### config.mk
export PLATFORM = sky130hd
export DESIGN_NAME = meter_frame_dewhiten_crc_decode_unit_flat
export DESIGN_NICKNAME = d
export VERILOG_FILES = /design/src/rtl/mfd_pkg.sv /design/src/rtl/mfd_in_if.sv /design/src/rtl/mfd_out_if.sv /design/src/rtl/mfd_frame_core.sv /design/src/rtl/meter_frame_dewhiten_crc_decode_unit.sv /design/src/flat_wrapper.sv
export SDC_FILE = /design/constraint.sdc
export NUM_CORES = 1
export LEC_CHECK = 0
export BUFFER_PORTS_ARGS = -buffer_cell sky130_fd_sc_hd__buf_2
export CAP_MARGIN = 20
export CORE_MARGIN = 1.5
export CORE_UTILIZATION = 64
export DETAILED_ROUTE_END_ITERATION = 10
export PLACE_DENSITY = 0.85
export SLEW_MARGIN = 20
export SYNTH_ARGS = -nofsm -noshare
export SYNTH_HDL_FRONTEND = slang
export SYNTH_SLANG_ARGS = --single-unit
### constraint.sdc
create_clock -name clk_i -period 15 [get_ports clk_i]
set_input_delay 3.75 -clock clk_i [delete_from_list [all_inputs] [get_ports clk_i]]
set_output_delay 3.75 -clock clk_i [all_outputs]
set_load 0.005 [all_outputs]
### src/rtl/mfd_pkg.sv
// Shared types, constants and byte functions for the meter frame decoder.
// Used by mfd_frame_core and the top level; depends on nothing.
package mfd_pkg;

  localparam int unsigned FRAME_BYTES = 22;

  localparam logic [7:0]  LEN_EXPECTED = 8'h13;
  localparam logic [15:0] CRC_POLY     = 16'h8005;
  localparam logic [15:0] CRC_INIT     = 16'hFFFF;
  localparam logic [31:0] ID_XOR       = 32'h3000_0000;

  localparam logic [4:0] POS_LAST_PAYLOAD = 5'd19;
  localparam logic [4:0] POS_CRC_HI       = 5'd20;
  localparam logic [4:0] POS_END          = 5'(FRAME_BYTES);

  typedef enum logic [1:0] {
    STATUS_OK  = 2'd0,
    STATUS_LEN = 2'd1,
    STATUS_CRC = 2'd2
  } status_e;

  typedef struct packed {
    logic       valid;
    logic [7:0] frame_byte;
    logic       frame_start;
  } beat_t;

  typedef struct packed {
    status_e     status;
    logic [31:0] device_id;
    logic [24:0] volume_liters;
    logic [6:0]  year_offset;
    logic [3:0]  month_field;
    logic [4:0]  day_field;
  } result_t;

  localparam logic [3:0] NIB_SUB [16] = '{
    4'h0, 4'h7, 4'hf, 4'h9, 4'he, 4'hd, 4'h3, 4'h4,
    4'h2, 4'h6, 4'hc, 4'hb, 4'h1, 4'h8, 4'ha, 4'h5
  };

  function automatic logic [7:0] whiten_key(input logic [4:0] pos);
    logic [7:0] k;
    case (pos)
      5'd0:    k = 8'hff;
      5'd1:    k = 8'he1;
      5'd2:    k = 8'h1d;
      5'd3:    k = 8'h9a;
      5'd4:    k = 8'hed;
      5'd5:    k = 8'h85;
      5'd6:    k = 8'h33;
      5'd7:    k = 8'h24;
      5'd8:    k = 8'hea;
      5'd9:    k = 8'h7a;
      5'd10:   k = 8'hd2;
      5'd11:   k = 8'h39;
      5'd12:   k = 8'h70;
      5'd13:   k = 8'h97;
      5'd14:   k = 8'h57;
      5'd15:   k = 8'h0a;
      5'd16:   k = 8'h54;
      5'd17:   k = 8'h7d;
      5'd18:   k = 8'h2d;
      5'd19:   k = 8'hd8;
      5'd20:   k = 8'h6d;
      5'd21:   k = 8'h0d;
      default: k = 8'h00;
    endcase
    return k;
  endfunction

  // MSB-first, one byte per call
  function automatic logic [15:0] crc_byte(input logic [15:0] crc, input logic [7:0] b);
    logic [15:0] c;
    c = crc ^ {b, 8'h00};
    for (int k = 0; k < 8; k++) begin
      c = c[15] ? ({c[14:0], 1'b0} ^ CRC_POLY) : {c[14:0], 1'b0};
    end
    return c;
  endfunction

  function automatic logic [7:0] decode_byte(input logic [7:0] d);
    return {NIB_SUB[d[7:4]], NIB_SUB[d[3:0]]};
  endfunction

endpackage

### src/rtl/mfd_in_if.sv
// Input channel: one whitened frame byte per beat.
// No dependencies.
interface mfd_in_if;
  logic       valid;
  logic       ready;
  logic [7:0] frame_byte;
  logic       frame_start;

  modport source (output valid, output frame_byte, output frame_start, input ready);
  modport sink   (input valid, input frame_byte, input frame_start, output ready);
endinterface

### src/rtl/mfd_out_if.sv
// Output channel: one decoded frame result per beat.
// No dependencies.
interface mfd_out_if;
  logic        valid;
  logic        ready;
  logic [1:0]  status;
  logic [31:0] device_id;
  logic [24:0] volume_liters;
  logic [6:0]  year_offset;
  logic [3:0]  month_field;
  logic [4:0]  day_field;

  modport source (output valid, output status, output device_id, output volume_liters,
                  output year_offset, output month_field, output day_field, input ready);
  modport sink   (input valid, input status, input device_id, input volume_liters,
                  input year_offset, input month_field, input day_field, output ready);
endinterface

### src/rtl/mfd_frame_core.sv
// Frame state, dewhitening, CRC and field extraction for one byte beat.
// Depends on mfd_pkg.
module mfd_frame_core (
  input  logic            clk_i,
  input  logic            rst_ni,
  input  mfd_pkg::beat_t  beat_i,
  input  logic            en_i,
  output logic            res_valid_o,
  output mfd_pkg::result_t res_o
);

  logic [4:0]  pos_q, pos_d;
  logic        in_frame_q, in_frame_d;
  logic [15:0] crc_q, crc_d;
  logic [7:0]  crc_hi_q, crc_hi_d;
  logic [31:0] id_q, id_d;
  logic [27:0] vol_q, vol_d;
  logic [7:0]  date_lo_q, date_lo_d;
  logic [7:0]  date_hi_q, date_hi_d;

  logic [7:0]  d_byte;
  logic [7:0]  p_byte;
  logic [15:0] crc_next;
  logic [15:0] date_w;

  always_comb begin
    d_byte   = beat_i.frame_byte ^
               mfd_pkg::whiten_key(beat_i.frame_start ? 5'd0 : pos_q);
    p_byte   = mfd_pkg::decode_byte(d_byte);
    crc_next = mfd_pkg::crc_byte(beat_i.frame_start ? mfd_pkg::CRC_INIT : crc_q, d_byte);
    date_w   = {date_hi_q, date_lo_q};

    pos_d      = pos_q;
    in_frame_d = in_frame_q;
    crc_d      = crc_q;
    crc_hi_d   = crc_hi_q;
    id_d       = id_q;
    vol_d      = vol_q;
    date_lo_d  = date_lo_q;
    date_hi_d  = date_hi_q;

    res_valid_o = 1'b0;
    res_o       = '0;

    if (beat_i.frame_start) begin
      crc_hi_d  = '0;
      id_d      = '0;
      vol_d     = '0;
      date_lo_d = '0;
      date_hi_d = '0;
      if (d_byte != mfd_pkg::LEN_EXPECTED) begin
        in_frame_d   = 1'b0;
        pos_d        = '0;
        crc_d        = mfd_pkg::CRC_INIT;
        res_valid_o  = beat_i.valid;
        res_o.status = mfd_pkg::STATUS_LEN;
      end else begin
        crc_d      = crc_next;
        pos_d      = 5'd1;
        in_frame_d = 1'b1;
      end
    end else if (in_frame_q) begin
      if (pos_q == 5'd0 || pos_q >= mfd_pkg::POS_END) begin
        in_frame_d = 1'b0;
        pos_d      = '0;
      end else if (pos_q <= mfd_pkg::POS_LAST_PAYLOAD) begin
        crc_d = crc_next;
        case (pos_q)
          5'd1:    id_d[7:0]    = p_byte;
          5'd2:    id_d[15:8]   = p_byte;
          5'd3:    id_d[23:16]  = p_byte;
          5'd4:    id_d[31:24]  = p_byte;
          5'd5:    vol_d[7:0]   = p_byte;
          5'd6:    vol_d[15:8]  = p_byte;
          5'd7:    vol_d[23:16] = p_byte;
          5'd8:    vol_d[27:24] = p_byte[3:0];
          5'd16:   date_lo_d    = p_byte;
          5'd17:   date_hi_d    = p_byte;
          default: ;
        endcase
        pos_d = pos_q + 5'd1;
      end else if (pos_q == mfd_pkg::POS_CRC_HI) begin
        crc_hi_d = d_byte;
        pos_d    = pos_q + 5'd1;
      end else begin
        in_frame_d  = 1'b0;
        pos_d       = '0;
        res_valid_o = beat_i.valid;
        if ({crc_hi_q, d_byte} != crc_q) begin
          res_o.status = mfd_pkg::STATUS_CRC;
        end else begin
          res_o.status        = mfd_pkg::STATUS_OK;
          res_o.device_id     = id_q ^ mfd_pkg::ID_XOR;
          res_o.volume_liters = vol_q[27:3];
          res_o.year_offset   = date_w[15:9];
          res_o.month_field   = date_w[8:5];
          res_o.day_field     = date_w[4:0];
        end
      end
    end
  end

  always_ff @(posedge clk_i or negedge rst_ni) begin
    if (!rst_ni) begin
      pos_q      <= '0;
      in_frame_q <= 1'b0;
      crc_q      <= mfd_pkg::CRC_INIT;
      crc_hi_q   <= '0;
      id_q       <= '0;
      vol_q      <= '0;
      date_lo_q  <= '0;
      date_hi_q  <= '0;
    end else if (en_i) begin
      pos_q      <= pos_d;
      in_frame_q <= in_frame_d;
      crc_q      <= crc_d;
      crc_hi_q   <= crc_hi_d;
      id_q       <= id_d;
      vol_q      <= vol_d;
      date_lo_q  <= date_lo_d;
      date_hi_q  <= date_hi_d;
    end
  end

endmodule

### src/rtl/meter_frame_dewhiten_crc_decode_unit.sv
// Top level of the meter frame decoder: input register, frame core, result register.
// Depends on mfd_pkg, mfd_in_if, mfd_out_if and mfd_frame_core.
//
// Takes one byte beat per cycle unless a new result finds the result register full;
// the 22 frame bytes are flagged by frame_start on the length byte. A byte is held
// in the input register while the frame core dewhitens it, advances the CRC by a
// full byte and updates the field accumulators; a result (bad length at once,
// CRC/ok on the last byte) goes from the held byte into the result register.
// The byte-wide CRC step sets the cycle path. Input ready stays high while a
// result waits, until a second result would have to overwrite it.
module meter_frame_dewhiten_crc_decode_unit (
  input  logic         clk_i,
  input  logic         rst_ni,
  mfd_in_if.sink       in_i,
  mfd_out_if.source    out_o
);

  mfd_pkg::beat_t   stg_q;
  mfd_pkg::result_t res;
  mfd_pkg::result_t out_q;
  logic             out_valid_q;
  logic             res_valid;
  logic             stg_adv;

  mfd_frame_core u_core (
    .clk_i       (clk_i),
    .rst_ni      (rst_ni),
    .beat_i      (stg_q),
    .en_i        (stg_adv),
    .res_valid_o (res_valid),
    .res_o       (res)
  );

  assign stg_adv    = stg_q.valid && (!res_valid || !out_valid_q || out_o.ready);
  assign in_i.ready = !stg_q.valid || stg_adv;

  always_ff @(posedge clk_i or negedge rst_ni) begin
    if (!rst_ni) begin
      stg_q <= '0;
    end else if (in_i.ready) begin
      stg_q.valid       <= in_i.valid;
      stg_q.frame_byte  <= in_i.frame_byte;
      stg_q.frame_start <= in_i.frame_start;
    end
  end

  always_ff @(posedge clk_i or negedge rst_ni) begin
    if (!rst_ni) begin
      out_valid_q <= 1'b0;
    end else if (stg_adv && res_valid) begin
      out_valid_q <= 1'b1;
    end else if (out_o.ready) begin
      out_valid_q <= 1'b0;
    end
  end

  always_ff @(posedge clk_i) begin
    if (stg_adv && res_valid) begin
      out_q <= res;
    end
  end

  assign out_o.valid         = out_valid_q;
  assign out_o.status        = out_q.status;
  assign out_o.device_id     = out_q.device_id;
  assign out_o.volume_liters = out_q.volume_liters;
  assign out_o.year_offset   = out_q.year_offset;
  assign out_o.month_field   = out_q.month_field;
  assign out_o.day_field     = out_q.day_field;

  // stalled beat stays put in the input register
  a_stg_hold: assert property (@(posedge clk_i) disable iff (!rst_ni)
    stg_q.valid && !stg_adv |=> stg_q.valid && $stable(stg_q))
    else $error("input register lost a stalled beat");

  // a waiting result is never overwritten
  a_no_overwrite: assert property (@(posedge clk_i) disable iff (!rst_ni)
    out_valid_q && !out_o.ready |=> out_valid_q && $stable(out_q))
    else $error("pending result overwritten");

  // error results carry zero fields
  a_err_zero: assert property (@(posedge clk_i) disable iff (!rst_ni)
    out_valid_q && out_q.status != mfd_pkg::STATUS_OK |->
      out_q.device_id == '0 && out_q.volume_liters == '0 && out_q.year_offset == '0)
    else $error("error result with non-zero fields");

endmodule

### src/flat_wrapper.sv
// flat-port wrapper written by rule: the top's interface ports become plain ports
module meter_frame_dewhiten_crc_decode_unit_flat 
  (clk_i, rst_ni, in_i_valid, in_i_frame_byte, in_i_frame_start, in_i_ready, out_o_valid, out_o_status, out_o_device_id, out_o_volume_liters, out_o_year_offset, out_o_month_field, out_o_day_field, out_o_ready);
  mfd_in_if in_i_i ();
  mfd_out_if out_o_i ();
  input  logic clk_i;
  input  logic rst_ni;
  input wire logic [$bits(in_i_i.valid)-1:0] in_i_valid;
  input wire logic [$bits(in_i_i.frame_byte)-1:0] in_i_frame_byte;
  input wire logic [$bits(in_i_i.frame_start)-1:0] in_i_frame_start;
  output wire logic [$bits(in_i_i.ready)-1:0] in_i_ready;
  output wire logic [$bits(out_o_i.valid)-1:0] out_o_valid;
  output wire logic [$bits(out_o_i.status)-1:0] out_o_status;
  output wire logic [$bits(out_o_i.device_id)-1:0] out_o_device_id;
  output wire logic [$bits(out_o_i.volume_liters)-1:0] out_o_volume_liters;
  output wire logic [$bits(out_o_i.year_offset)-1:0] out_o_year_offset;
  output wire logic [$bits(out_o_i.month_field)-1:0] out_o_month_field;
  output wire logic [$bits(out_o_i.day_field)-1:0] out_o_day_field;
  input wire logic [$bits(out_o_i.ready)-1:0] out_o_ready;
  assign in_i_i.valid = in_i_valid;
  assign in_i_i.frame_byte = in_i_frame_byte;
  assign in_i_i.frame_start = in_i_frame_start;
  assign in_i_ready = in_i_i.ready;
  assign out_o_valid = out_o_i.valid;
  assign out_o_status = out_o_i.status;
  assign out_o_device_id = out_o_i.device_id;
  assign out_o_volume_liters = out_o_i.volume_liters;
  assign out_o_year_offset = out_o_i.year_offset;
  assign out_o_month_field = out_o_i.month_field;
  assign out_o_day_field = out_o_i.day_field;
  assign out_o_i.ready = out_o_ready;
  meter_frame_dewhiten_crc_decode_unit u_core (.clk_i(clk_i), .rst_ni(rst_ni), .in_i(in_i_i), .out_o(out_o_i));
endmodule
==> flow_summary.json <==
{
  "status": "complete, no violations",
  "rsz0062_at_grt": "no",
  "cts_htree_levels": 4,
  "globalplace.congestion": 0.894,
  "ys_seq_elements": 189,
  "synth_top_cell_area_share_pct": 26.9,
  "dr.pass1.iters": 5,
  "yosysSeqAreaShare_pct": 56.3,
  "die_x_um": 122,
  "place.detailed.hpwl_um": 13800,
  "r2r_start": "u_core.stg_q[0]",
  "critPathKind": "flip-flop to output pin",
  "final_layout_size_suffix_gt1_share_pct": 27.4,
  "cts-root-buf": "clkbuf_16",
  "core_um2": 13900,
  "viasPerCell": 6.19,
  "async_reset_ff_share_pct": 60.3,
  "fin_util_pct": 74.6,
  "grt-ovfl-total": 0,
  "clk_path_buf_depth": 2,
  "period_needed_ns": 8.83,
  "worstHoldEndpoint": "u_core.u_core.id_q[26]",
  "tritoncts": "built",
  "hold_violations": 0,
  "io_buffers": 89,
  "clock_sinks": 189,
  "p_total_mw": 1.73,
  "synth.distinct_cells": 68,
  "cts_resized": 0,
  "drcViolationCount": 0,
  "netlist_area_um2": 9110,
  "io_pins": 90,
  "syn_to_final_growth_pct": 13.7,
  "ant_nets": 0,
  "period_share_pct": 58.8,
  "cts_buffers": 17,
  "start_util_pct": 65.6,
  "dieArea_um2": 15000,
  "layout.nets": 867,
  "max_freq_mhz": 113,
  "whs_path_depth": 2,
  "yosys.area.top_type": "dfrtp_1",
  "drtIter0Drc": 506,
  "wirelength_um": 21500,
  "antenna_found_initial": 0,
  "grt_max_degree": 82,
  "via_count": 6353,
  "clock_latency_ns": 0.44,
  "synth_commonest_cells": "98 x dfrtp_1, 75 x edfxtp_1, 74 x and3_1",
  "end_kind": "output pin",
  "antenna_cells": 0,
  "grt_pass1_vias": 6354,
  "regToRegEndpoint": "u_core.u_core.id_q[29]",
  "synth_edf_count": 75,
  "syn_avg_cell_area_um2": 12.1,
  "syn_inst": 755,
  "cap_violations": 0,
  "cts_setup_buffers": 0,
  "rrSetupSlack_ns": 9.33,
  "yosysMostFrequentCell": "dfrtp_1",
  "r2r_cells": 16,
  "p_leak_nw": 4.62,
  "synthTopCellsByArea": "dfrtp_1 27%, edfxtp_1 25%, mux2_2 6.7%",
  "die_y_um": 122,
  "wl_per_cell_um": 20.9,
  "synth_nets": 789,
  "fin_skew_ns": 0.00938,
  "clk_pin_slew_ns": 0.07,
  "setup_viol": 0,
  "hold_ws_ns": 0.501,
  "grt_first_pass_wirelength_um": 33900,
  "critical_path.startpoint_type": "flip-flop",
  "tightest_slew_ns": 1.16,
  "hold_start": "u_core.u_core.id_q[26]",
  "placed_area_um2": 9700,
  "cp_max_fo": 23,
  "hp-class": "flip-flop to flip-flop",
  "pwr_density_cell_nw_per_um2": 167,
  "cts_hold_buffers": 0,
  "fin_area_um2": 10400,
  "cp_data_arrival_time_ns": 5.08,
  "worstPathRequired_ns": 11.25,
  "rows": 43,
  "finalSetupTns_ns": 0,
  "ys_warn_count": 0,
  "drv_slew": 0,
  "vdd_ir_drop_max_v": 0.0000855,
  "ys.flop_type": "dfrtp_1",
  "relSlewSlack_pct": 22.7,
  "track_usage_pct": 30.3
}
-- layout make-up --
class / instances / area, um2
Clock buffer: 17 / 425
Clock inverter: 15 / 214
Fill cell: 896 / 3520
Inverter: 21 / 78.8
Multi-Input combinational cell: 504 / 3750
Sequential cell: 189 / 5120
Tap cell: 180 / 225
Timing Repair Buffer: 100 / 534
-- kinds of logic after synthesis --
kind of cell             count (synthesis)  share of synthesized area, %
flip-flops                             189                          56.3
AND/OR/NAND/NOR                        238                          13.5
buffers and inverters                   62                          2.86
multiplexers                            75                          9.66
XOR/XNOR                                55                          5.96
AO/OA/AOI/OAI                          115                          8.89
adder cells (fa/ha/maj)                 21                          2.88
-- power by group --
group	leakage, nW	switching, mW	internal (mW)	total (mW)
registers	2.12	0.0907	0.672	0.763
clock network	0.312	0.221	0.259	0.480
logic	2.19	0.268	0.224	0.492
-- flip-flops by register name (all words and copies together) (netlist names), 2 cells and up --
register                    flops
u_core.u_core.date_hi_q         8
u_core.out_o.year_offset        7
u_core.u_core.date_lo_q         8
u_core.u_core.pos_q             5
u_core.u_core.crc_q            16
u_core.u_core.id_q             32
u_core.out_o.volume_liters     25
u_core.stg_q                   10
u_core.out_o.device_id         32
u_core.out_o.month_field        4
u_core.out_o.day_field          5
u_core.u_core.crc_hi_q          8
u_core.out_o.status             2
u_core.u_core.vol_q            25
-- layer usage --
layer / global-route usage [%] / share of wire [%] / vias to the layer above
li1: - / - / 2868
met1: 39.4 / 41 / 3158
met2: 48.4 / 50 / 270
met3: 5.30 / 6.0 / 57
met4: 16.8 / 3.5 / 0
met5: 0 / 0 / -
-- worst max path at each step --
stage / slack (ns) / start / endpoint
finish: 6.17 / u_core.stg_q[0] / in_i_ready
global route: 5.79 / u_core.stg_q[0] / in_i_ready
CTS: 6.20 / u_core.stg_q[0] / in_i_ready
detailed placement: 6.35 / out_o_ready / in_i_ready
global placement: 6.41 / out_o_ready / in_i_ready
floorplan: 6.75 / out_o_ready / in_i_ready
-- critical path, stage by stage (launching register included) --
cell and delay (ns):
dfrtp_1 0.38, inv_1 0.56, nand2_1 0.31, inv_1 0.21, ha_1 0.17, nand2b_1 0.07, o21ai_0 0.08, a211oi_1 0.10
o32a_1 0.41, xnor2_1 0.64, ha_1 0.29, o211ai_2 0.12, o41ai_4 0.49, inv_2 0.14, o211ai_4 0.45, buf_2 0.20
-- through the flow --
step / std cells / setup WS [ns]
floorplan: 755 / 6.75
global placement: 993 / 6.41
detailed placement: 993 / 6.35
CTS: 1025 / 6.20
global route: 1026 / 5.79
finish: 1026 / 6.17
-- layout by cell type, fill, tap and decap left out, drive strengths merged, types with 6 or more instances in the layout --
master / netlist / layout
a21oi: 18 / 18
a31oi: 6 / 6
and3: 74 / 74
buf: 16 / 99
clkbuf: 25 / 18
clkinv: 1 / 6
dfrtp: 98 / 98
dfstp: 16 / 16
edfxtp: 75 / 75
ha: 21 / 21
inv: 20 / 28
mux2: 62 / 62
mux2i: 11 / 11
nand2: 63 / 63
nand2b: 6 / 6
nand3: 9 / 9
nor2: 42 / 42
nor2b: 10 / 10
nor3: 13 / 13
o211ai: 6 / 6
o21ai: 39 / 39
o22a: 14 / 14
o31ai: 6 / 6
xnor2: 36 / 36
xor2: 17 / 17
Power figures use the tool's default switching activity.
